[src/design/frmtrr_pkg.sv]
// Shared types, constants and tables for the fixed-range memory-type register programmer.
// No dependencies; used by the front, back, top level and testbench.
package frmtrr_pkg;

    localparam int ADDR_WIDTH = 32;
    localparam int NUM_FIXED  = 11;
    localparam int IDX_W      = 4;

    // Address reduction to ADDR_WIDTH bits; a no-op at 32 or more.
    localparam logic [31:0] ADDR_MASK =
        (ADDR_WIDTH >= 32) ? 32'hFFFF_FFFF : 32'((64'd1 << ADDR_WIDTH) - 64'd1);

    // Span start and log2 of the granule for each fixed register
    localparam logic [31:0] SPAN_START [NUM_FIXED] = '{
        32'h0_0000, 32'h8_0000, 32'hA_0000, 32'hC_0000, 32'hC_8000, 32'hD_0000,
        32'hD_8000, 32'hE_0000, 32'hE_8000, 32'hF_0000, 32'hF_8000
    };
    localparam logic [4:0] GRAN_SHIFT [NUM_FIXED] = '{
        5'd16, 5'd14, 5'd14, 5'd12, 5'd12, 5'd12,
        5'd12, 5'd12, 5'd12, 5'd12, 5'd12
    };

    // Depth of the command and result queues
    localparam int QUEUE_DEPTH = 2;
    localparam int QPTR_W      = (QUEUE_DEPTH > 1) ? $clog2(QUEUE_DEPTH) : 1;
    localparam int QCNT_W      = $clog2(QUEUE_DEPTH + 1);

    typedef enum logic [1:0] {
        CMD_PROGRAM = 2'd0,
        CMD_WRITE   = 2'd1,
        CMD_READ    = 2'd2
    } t_cmd;

    // What the back end does with the register file
    typedef enum logic [1:0] {
        OP_ZERO  = 2'd0,   // report zero, no register touched
        OP_READ  = 2'd1,   // report register, no change
        OP_MERGE = 2'd2,   // replace masked type bytes, report new value
        OP_LOAD  = 2'd3    // replace whole register, report new value
    } t_op;

    typedef struct packed {
        t_op               op;
        logic [IDX_W-1:0]  idx;
        logic              status;
        logic [31:0]       next_base;
        logic [31:0]       rem_len;
        logic [7:0]        byte_mask;
        logic [63:0]       payload;
    } t_work;

    typedef struct packed {
        logic              status;
        logic [31:0]       next_base;
        logic [31:0]       rem_len;
        logic [IDX_W-1:0]  reg_index;
        logic [63:0]       reg_value;
    } t_result;

endpackage

[src/design/fixed_range_mtrr_programmer.sv]
// Fixed-range memory-type register programmer, top level.
// Depends on frmtrr_pkg, frmtrr_front and frmtrr_back.
//
// Holds the eleven fixed-range type registers of the first megabyte (reset to
// zero) and runs program, whole-register write and read commands, one result
// per command. Throughput is one command per cycle while the result queue has
// room: the back end does one read-modify-write of the register file each
// cycle. A pushed command is registered in the command queue, then its result
// in the result queue, to be popped when nothing is waiting ahead of it.
// Two-entry queues sit before and after the register file; full rises when
// the command queue holds two, which happens only while results are not popped.
module fixed_range_mtrr_programmer import frmtrr_pkg::*; (
    input  logic        i_clk,
    input  logic        i_rst_n,
    input  logic        push,
    output logic        full,
    input  logic [1:0]  i_cmd,
    input  logic [31:0] i_base,
    input  logic [31:0] i_length,
    input  logic [7:0]  i_cache_type,
    input  logic [3:0]  i_reg_select,
    input  logic [63:0] i_reg_data,
    output logic        empty,
    input  logic        pop,
    output logic        o_status,
    output logic [31:0] o_next_base,
    output logic [31:0] o_remaining_length,
    output logic [3:0]  o_reg_index,
    output logic [63:0] o_reg_value
);

    logic    work_valid;
    logic    work_pop;
    t_work   work;
    t_result result;

    frmtrr_front u_front (
        .i_clk        (i_clk),
        .i_rst_n      (i_rst_n),
        .i_push       (push),
        .o_full       (full),
        .i_cmd        (i_cmd),
        .i_base       (i_base),
        .i_length     (i_length),
        .i_cache_type (i_cache_type),
        .i_reg_select (i_reg_select),
        .i_reg_data   (i_reg_data),
        .o_work_valid (work_valid),
        .o_work       (work),
        .i_work_pop   (work_pop)
    );

    frmtrr_back u_back (
        .i_clk        (i_clk),
        .i_rst_n      (i_rst_n),
        .i_work_valid (work_valid),
        .i_work       (work),
        .o_work_pop   (work_pop),
        .o_empty      (empty),
        .i_pop        (pop),
        .o_result     (result)
    );

    assign o_status           = result.status;
    assign o_next_base        = result.next_base;
    assign o_remaining_length = result.rem_len;
    assign o_reg_index        = result.reg_index;
    assign o_reg_value        = result.reg_value;

endmodule

[src/design/frmtrr_front.sv]
// Front end: decodes and classifies commands and holds them in a short queue.
// Depends on frmtrr_pkg.
module frmtrr_front import frmtrr_pkg::*; (
    input  logic        i_clk,
    input  logic        i_rst_n,
    input  logic        i_push,
    output logic        o_full,
    input  logic [1:0]  i_cmd,
    input  logic [31:0] i_base,
    input  logic [31:0] i_length,
    input  logic [7:0]  i_cache_type,
    input  logic [3:0]  i_reg_select,
    input  logic [63:0] i_reg_data,
    output logic        o_work_valid,
    output t_work       o_work,
    input  logic        i_work_pop
);

    logic              hit;
    logic [IDX_W-1:0]  ridx;
    logic [4:0]        gshift;
    logic [31:0]       base_m;
    logic [31:0]       off;
    logic              aligned;
    logic [2:0]        slot;
    logic [3:0]        avail;
    logic [31:0]       lenq;
    logic [3:0]        cnt;
    logic [31:0]       consumed;
    logic [31:0]       rem;
    logic [31:0]       adv;
    logic              partial;
    logic [7:0]        bmask;
    t_work             work;

    t_work              r_q [QUEUE_DEPTH];
    logic [QPTR_W-1:0]  r_wr, n_wr;
    logic [QPTR_W-1:0]  r_rd, n_rd;
    logic [QCNT_W-1:0]  r_cnt;
    logic               do_push;

    always_comb begin
        base_m = i_base & ADDR_MASK;
        hit    = 1'b0;
        ridx   = '0;
        for (int k = 0; k < NUM_FIXED; k++) begin
            if (!hit && base_m >= SPAN_START[k] &&
                {1'b0, base_m} < {1'b0, SPAN_START[k]} + (33'd8 << GRAN_SHIFT[k])) begin
                hit  = 1'b1;
                ridx = IDX_W'(k);
            end
        end

        gshift   = GRAN_SHIFT[ridx];
        off      = base_m - SPAN_START[ridx];
        aligned  = (off & ((32'd1 << gshift) - 32'd1)) == 32'd0;
        slot     = 3'(off >> gshift);
        avail    = 4'd8 - {1'b0, slot};
        lenq     = i_length >> gshift;
        cnt      = (lenq >= 32'(avail)) ? avail : lenq[3:0];
        consumed = 32'(cnt) << gshift;
        rem      = i_length - consumed;
        adv      = (base_m + consumed) & ADDR_MASK;
        // a piece smaller than a granule remains inside this register
        partial  = (cnt < avail) && (rem != 32'd0);
        for (int k = 0; k < 8; k++) begin
            bmask[k] = (4'(k) >= {1'b0, slot}) && (4'(k) < ({1'b0, slot} + cnt));
        end

        work.op        = OP_ZERO;
        work.idx       = '0;
        work.status    = 1'b1;
        work.next_base = base_m;
        work.rem_len   = i_length;
        work.byte_mask = bmask;
        work.payload   = {8{i_cache_type}};

        case (i_cmd)
            CMD_PROGRAM: begin
                if (hit) begin
                    work.idx = ridx;
                    work.op  = OP_READ;
                    if (aligned) begin
                        work.next_base = adv;
                        work.rem_len   = rem;
                        if (!partial) begin
                            work.op     = OP_MERGE;
                            work.status = 1'b0;
                        end
                    end
                end
            end
            CMD_WRITE, CMD_READ: begin
                work.idx = i_reg_select;
                if (i_reg_select < IDX_W'(NUM_FIXED)) begin
                    work.status  = 1'b0;
                    work.op      = (i_cmd == CMD_WRITE) ? OP_LOAD : OP_READ;
                    work.payload = i_reg_data;
                end
            end
            default: ;
        endcase
    end

    assign o_full       = (r_cnt == QCNT_W'(QUEUE_DEPTH));
    assign o_work_valid = (r_cnt != '0);
    assign o_work       = r_q[r_rd];
    assign do_push      = i_push && !o_full;

    always_comb begin
        n_wr = (r_wr == QPTR_W'(QUEUE_DEPTH - 1)) ? '0 : r_wr + 1'b1;
        n_rd = (r_rd == QPTR_W'(QUEUE_DEPTH - 1)) ? '0 : r_rd + 1'b1;
    end

    always_ff @(posedge i_clk) begin
        if (do_push) begin
            r_q[r_wr] <= work;
        end
    end

    always_ff @(posedge i_clk) begin
        if (!i_rst_n) begin
            r_wr  <= '0;
            r_rd  <= '0;
            r_cnt <= '0;
        end else begin
            if (do_push) begin
                r_wr <= n_wr;
            end
            if (i_work_pop) begin
                r_rd <= n_rd;
            end
            case ({do_push, i_work_pop})
                2'b10:   r_cnt <= r_cnt + 1'b1;
                2'b01:   r_cnt <= r_cnt - 1'b1;
                default: r_cnt <= r_cnt;
            endcase
        end
    end

endmodule

[src/design/frmtrr_back.sv]
// Back end: register file read-modify-write and the result queue.
// Depends on frmtrr_pkg.
module frmtrr_back import frmtrr_pkg::*; (
    input  logic        i_clk,
    input  logic        i_rst_n,
    input  logic        i_work_valid,
    input  t_work       i_work,
    output logic        o_work_pop,
    output logic        o_empty,
    input  logic        i_pop,
    output t_result     o_result
);

    logic [63:0]        r_regs [NUM_FIXED];
    logic [63:0]        cur;
    logic [63:0]        emask;
    logic [63:0]        new_val;
    logic               do_write;
    t_result            res;

    t_result            r_q [QUEUE_DEPTH];
    logic [QPTR_W-1:0]  r_wr, n_wr;
    logic [QPTR_W-1:0]  r_rd, n_rd;
    logic [QCNT_W-1:0]  r_cnt;
    logic               res_full;
    logic               do_pop;

    assign res_full   = (r_cnt == QCNT_W'(QUEUE_DEPTH));
    assign o_work_pop = i_work_valid && !res_full;
    assign o_empty    = (r_cnt == '0);
    assign o_result   = r_q[r_rd];
    assign do_pop     = i_pop && !o_empty;

    always_comb begin
        cur = r_regs[i_work.idx];
        for (int k = 0; k < 8; k++) begin
            emask[k*8 +: 8] = {8{i_work.byte_mask[k]}};
        end
        new_val  = cur;
        do_write = 1'b0;
        case (i_work.op)
            OP_MERGE: begin
                new_val  = (cur & ~emask) | (i_work.payload & emask);
                do_write = 1'b1;
            end
            OP_LOAD: begin
                new_val  = i_work.payload;
                do_write = 1'b1;
            end
            OP_READ: new_val = cur;
            default: new_val = 64'd0;
        endcase

        res.status    = i_work.status;
        res.next_base = i_work.next_base;
        res.rem_len   = i_work.rem_len;
        res.reg_index = i_work.idx;
        res.reg_value = new_val;

        n_wr = (r_wr == QPTR_W'(QUEUE_DEPTH - 1)) ? '0 : r_wr + 1'b1;
        n_rd = (r_rd == QPTR_W'(QUEUE_DEPTH - 1)) ? '0 : r_rd + 1'b1;
    end

    always_ff @(posedge i_clk) begin
        if (!i_rst_n) begin
            for (int k = 0; k < NUM_FIXED; k++) begin
                r_regs[k] <= 64'd0;
            end
        end else if (o_work_pop && do_write) begin
            r_regs[i_work.idx] <= new_val;
        end
    end

    always_ff @(posedge i_clk) begin
        if (o_work_pop) begin
            r_q[r_wr] <= res;
        end
    end

    always_ff @(posedge i_clk) begin
        if (!i_rst_n) begin
            r_wr  <= '0;
            r_rd  <= '0;
            r_cnt <= '0;
        end else begin
            if (o_work_pop) begin
                r_wr <= n_wr;
            end
            if (do_pop) begin
                r_rd <= n_rd;
            end
            case ({o_work_pop, do_pop})
                2'b10:   r_cnt <= r_cnt + 1'b1;
                2'b01:   r_cnt <= r_cnt - 1'b1;
                default: r_cnt <= r_cnt;
            endcase
        end
    end

endmodule

[config.mk]
export PLATFORM = sky130hd
export DESIGN_NAME = fixed_range_mtrr_programmer
export DESIGN_NICKNAME = d
export VERILOG_FILES = /design/src/design/frmtrr_pkg.sv /design/src/design/fixed_range_mtrr_programmer.sv /design/src/design/frmtrr_front.sv /design/src/design/frmtrr_back.sv
export SDC_FILE = /design/constraint.sdc
export NUM_CORES = 2
export LEC_CHECK = 0
export ABC_AREA = 1
export BUFFER_PORTS_ARGS = -buffer_cell sky130_fd_sc_hd__clkbuf_2
export CAP_MARGIN = 20
export CORE_UTILIZATION = 60
export CTS_CLUSTER_DIAMETER = 60
export DETAILED_ROUTE_END_ITERATION = 8
export PLACE_DENSITY = 0.78
export SLEW_MARGIN = 20
export SYNTH_ARGS = -nofsm -noshare
export SYNTH_HDL_FRONTEND = slang
export SYNTH_HIERARCHICAL = 1
export SYNTH_SLANG_ARGS = --single-unit
[constraint.sdc]
create_clock -name i_clk -period 17 [get_ports i_clk]
set_clock_uncertainty 0.05 [all_clocks]
set_input_delay 1.7 -clock i_clk [delete_from_list [all_inputs] [get_ports i_clk]]
set_output_delay 1.7 -clock i_clk [all_outputs]
set_load 0.05 [all_outputs]
# [Word-level counts from Yosys, hierarchy flattened]
# Memories as Yosys holds them, arrays and structs flattened. A register that Yosys moved wholly into a read port is not among the register bits.
# Index checks and enable logic that the tools add are counted.
# Widths: inputs -> output; s select.
[word_totals] output_inout_bits=135 word_cells=204 rom_bits=592 memories=5 ram_bits=1256 reg_bits=8
[memory_table] memory="u_back.r_regs" depth=11 word_bits=64 rd=1 rd_clocked_by_memory_dff=0 write_ports=11 line_no="frmtrr_back.sv:14" text="logic [63:0] r_regs [NUM_FIXED];"
[memory_table] memory="(no name shown)" depth=16 word_bits=32 rd=1 rd_clocked_by_memory_dff=0 write_ports=0 line_no="frmtrr_front.sv:55" text="off = base_m - SPAN_START[ridx];"
[memory_table] memory="u_front.r_q" depth=2 word_bits=143 rd=1 rd_clocked_by_memory_dff=1 write_ports=1 line_no="frmtrr_front.sv:36" text="t_work r_q [QUEUE_DEPTH];"
[memory_table] memory="u_back.r_q" depth=2 word_bits=133 rd=1 rd_clocked_by_memory_dff=1 write_ports=1 line_no="frmtrr_back.sv:21" text="t_result r_q [QUEUE_DEPTH];"
[memory_table] memory="(no name shown)" depth=16 word_bits=5 rd=1 rd_clocked_by_memory_dff=0 write_ports=0 line_no="frmtrr_front.sv:54" text="gshift = GRAN_SHIFT[ridx];"
[classes] n_reduce_logical=56 eq_ne=11 magnitude_cmp=41 n_shift=4 n_addsub=14 mux=61 n_bitwise=6
[op_table] op="$ge 32x20->1 const B" n=10
[op_table] op="$lt 32x20->1 const B" n=10
[op_table] op="$mux 64" n=4
[op_table] op="$pmux 64 s3" n=1
[op_table] op="$and 64x64->64" n=2
[op_table] op="$mux 71" n=1
[op_table] op="$mux 65" n=1
[op_table] op="$mux 32" n=2
[op_table] op="$not 64->64" n=1
[op_table] op="$or 64x64->64" n=1
[op_table] op="$reduce_or 64->1" n=1
[op_table] op="$sub 32x32->32" n=2
[op_table] op="$mux 4" n=11
[op_table] op="$logic_and 1x1->1" n=33
[op_table] op="$add 32x32->32" n=1
[op_table] op="$and 32x32->32" n=1
[op_table] op="$ge 32x1->1 const B" n=1
[op_table] op="$ge 32x4->1" n=1
[op_table] op="$logic_not 32->1" n=1
[op_table] op="$lt 32x21->1 const B" n=1
[op_table] op="$mux 1" n=32
[op_table] op="$reduce_bool 32->1" n=1
[op_table] op="$shl 1x5->32 const A" n=1
[op_table] op="$shl 4x5->32" n=1
[op_table] op="other kinds (28)" n=72

# [Longest topological paths before layout]
[logic_depth] depth_word=60 ltp_mapped=58 mapped_depth_nobuf=56

# [Hierarchy]
# The synthesis kept the hierarchy.
[by_module_without_submodules] mod="frmtrr_back" seq_area_each_um2=38196.6 area_each_um2=55503.2 instances=1 cells_per_inst=5044
[by_module_without_submodules] mod="frmtrr_front" seq_area_each_um2=8688.3 area_each_um2=17330.4 instances=1 cells_per_inst=1730

# [Worst setup path after synthesis]
# No wires, ideal clock.
[synth_path] path_kind="in2reg" from="input i_base[16]" to="memory u_front/r_q[0][136] (netlist bit) (data pin)" path_slack_ns=8.092 cell_stages=53 arrival_ns=8.596 path_buffers=2 setup_time_ns=0.262 path_cell_list="buf_2 inv_1 nor2_2 nand2_1 nor2_2 inv_4 nand2_1 nand3_2 ha_1 clkbuf_1 inv_1 o21ai_0 inv_1 ha_1 nand2_1 o21a_1 xnor2_1 o21ai_0 [... 17 more ...] nor2_1 inv_1 ha_1 a21oi_1 inv_1 a21oi_1 a21boi_0 nand2_1 a21boi_0 o21ai_0 xnor2_1 nand3b_1 nor2_1 nand3_1 nand3_1 nand2_1 o21ai_0 nand2_1"
[synth_lines] item="start, declared" line_no="fixed_range_mtrr_programmer.sv:18" text="input logic [31:0] i_base,"
[synth_lines] item="end, declared" line_no="frmtrr_front.sv:36"

==> metrics.cfg <==
[power_and_ir_drop]
finalPower_mw=12.61
irDropWorstVdd_v=0.0001675
power_per_cell_area_nw_per_um2=158.2
leakagePower_nw=30.76

[grt]
overflow=0
grt_max_degree=219
grt_pass1_wl_mm=303.4
antenna_found_initial=7
grt_usage_pct=33.16
grt_pass1_vias=50860

[setup_path]
cp-start-kind=input port
crit_family=simple AND/OR/NAND/NOR gates
crit_cells=53
reg2reg_depth=13
crit_type=input port to flop
cp_num_buf_inv=10
rrSetupSlack_ns=11.03
r2r-end=u_back/r_regs[15][32]
slowest_stage=ha_1
crit_path_end_kind=flop
cp.required_ns=17.49
cpPeakStageDelay_ns=0.51
crit_fanout=15
timing.critical_path.mode_cell=nand2_1
cp.arrival_ns=10.39
crit_start=i_base[30]

[finish]
drive_above_1_share_pct=14.01
fin_nets=7140
fillers=8748
multi_input_area_um2=22740
antenna_cells=0
area_growth_pct=9.395
seq_area_um2=46890

[synth]
synth_largest_area_cell=edfxtp_1
synth.cell_area_um2=72830
yosysWarnings=6
synth.most_common_cell=nand2_1
synth_ff_type=edfxtp_1
synthDistinctLibCells=60
synth.area.top_cells=edfxtp_1, nand2_1, nand3_1
synth_edf_count=1512
avgSynthCellArea_um2=10.75
seq_area_frac_synth_pct=64.37
syn_inst=6774
synthArstFlopShare_pct=0
synth-seq-cells=1586
synth_common_cells=nand2_1, edfxtp_1, nand3_1, nor2_1, mux2_2
synth_top_area_share_pct=62.34

[drt]
ant_nets=0
dr_total_vias=52290
dr.pass1.iters=9
remaining_drc_errors=0
routed_wl_mm=205.0
drt-initial-drc-count=6700
wl_per_cell_um=23.71
via_per_inst=6.048

[clock_tree]
h-tree-depth=4
cts_tree=yes
cts_root_buffer=clkbuf_16
cts_resized=0
numCtsBuffers=155
cts_hold_repair.buffers=0
insertion_delay_ns=0.81
post_cts_buffers=0
clockBufferDepth=3
clock-sinks=1586
path_clk_slew_ns=0.06

[min_path]
min_path_cells=1
worst_hold_path_type=flop to flop
hp-start=u_back/r_rd

[outcome]
outcome=completed

[sta]
relSlewSlack_pct=21.46
max_freq_mhz=101.0
setup-tns-final_ns=0
post-route-period-util_pct=58.27
slew_violations=0
tightest_slew_ns=1.178
hold_viol=0
setup_viol=0
rsz0062_at_grt=false
finalCriticalPeriod_ns=9.905

[floorplan]
fp.coreArea_um2=120100
die_w_um=350.4
num_rows=127
start_util_pct=60.63
dieArea_um2=122800
io_pins=281
die_h_um=350.4

[job]
drv_cap=0

[placement]
gp_congestion=0.9233
portBuffers=280
dpl.hpwl_mm=117.4

==> per-stage QoR <==
| step | hold WS [ns] | setup WS, ns | instance area, µm² | instances | util [%] |
|---|---|---|---|---|---|
| finish | 0.4071 | 7.095 | 79680 | 8645 | 66.33 |
| global route | 0.4398 | 6.259 | 79680 | 8645 | 66.33 |
| CTS | 0.4012 | 7.261 | 79680 | 8645 | 66.33 |
| detailed placement | 0.3807 | 6.457 | 74680 | 8360 | 62.17 |
| global placement | 0.3808 | 6.483 | 74680 | 8360 | 62.17 |
| floorplan | 0.3757 | 8.092 | 72990 | 6816 | - |
==> sequential cells by signal (all words and copies together) (netlist names), named ones only <==
name / flops
u_back/r_q: 266
u_back/r_wr: 1
u_back/r_rd: 1
u_back/r_cnt: 2
u_back/r_regs: 1024
u_front/r_rd: 1
u_front/r_wr: 1
u_front/r_cnt: 2
u_front/r_q: 286
==> metal layers <==
metal  GRT usage (%)  vias to the layer above  part of all wire, %
li1                -                    23380                    -
met5               0                        -                0.050
met2           54.07                     3332                   47
met3           6.749                      640                   11
met1           42.09                    24920                   36
met4           17.23                       14                  5.4
==> layout by cell type (no fill, tap or decap), drive strengths merged, types with 13 or more instances in the layout <==
master / netlist / final
o21ai: 175 / 175
buf: 370 / 76
o21bai: 23 / 23
clkbuf: 53 / 492
nand2: 2047 / 2047
mux2: 276 / 276
nor3: 24 / 24
nand3: 825 / 825
ha: 86 / 86
conb: 2 / 44
nand4: 32 / 32
xnor2: 27 / 27
nor2: 735 / 735
a21oi: 152 / 152
inv: 257 / 264
a21boi: 13 / 13
clkinv: 2 / 55
dfxtp: 74 / 74
edfxtp: 1512 / 1512
xor2: 33 / 33
==> power by group <==
part	leakage (nW)	internal [mW]	switching (mW)
combinational	12.9	1.00	3.07
clock	2.42	1.89	1.48
sequential	15.4	5.01	0.148
==> layout make-up <==
cell class	instances	area share, %
clock buffer	213	5.280
clock inverter	72	0.9925
inverter	259	1.266
multi-input combinational	4548	28.55
sequential	1586	58.85
tap	1612	2.531
timing repair buffer	355	2.531
==> cell families (layout without fill, tap and decap cells) <==
logic type | count (synthesis) | in the layout | share of synthesized area, %
flops | 1586 | 1586 | 64.37
xor+xnor | 60 | 60 | 0.7215
other cells | 2 | 44 | 0.01031
simple gates | 3681 | 3681 | 21.05
compound gates | 398 | 398 | 3.075
buf+inv | 682 | 899 | 4.947
mux | 276 | 276 | 4.267
fa+ha+maj | 89 | 89 | 1.560
==> how the worst max path moves through the flow <==
stage | end | slack (ns)
finish | u_front/r_q[0][136] | 7.09
global route | u_front/r_q[0][136] | 6.26
CTS | u_front/r_q[0][136] | 7.26
detailed placement | u_front/r_q[0][136] | 6.46
global placement | u_front/r_q[0][136] | 6.48
floorplan | u_front/r_q[0][136] | 8.09
(Power assumes the default switching activity.)
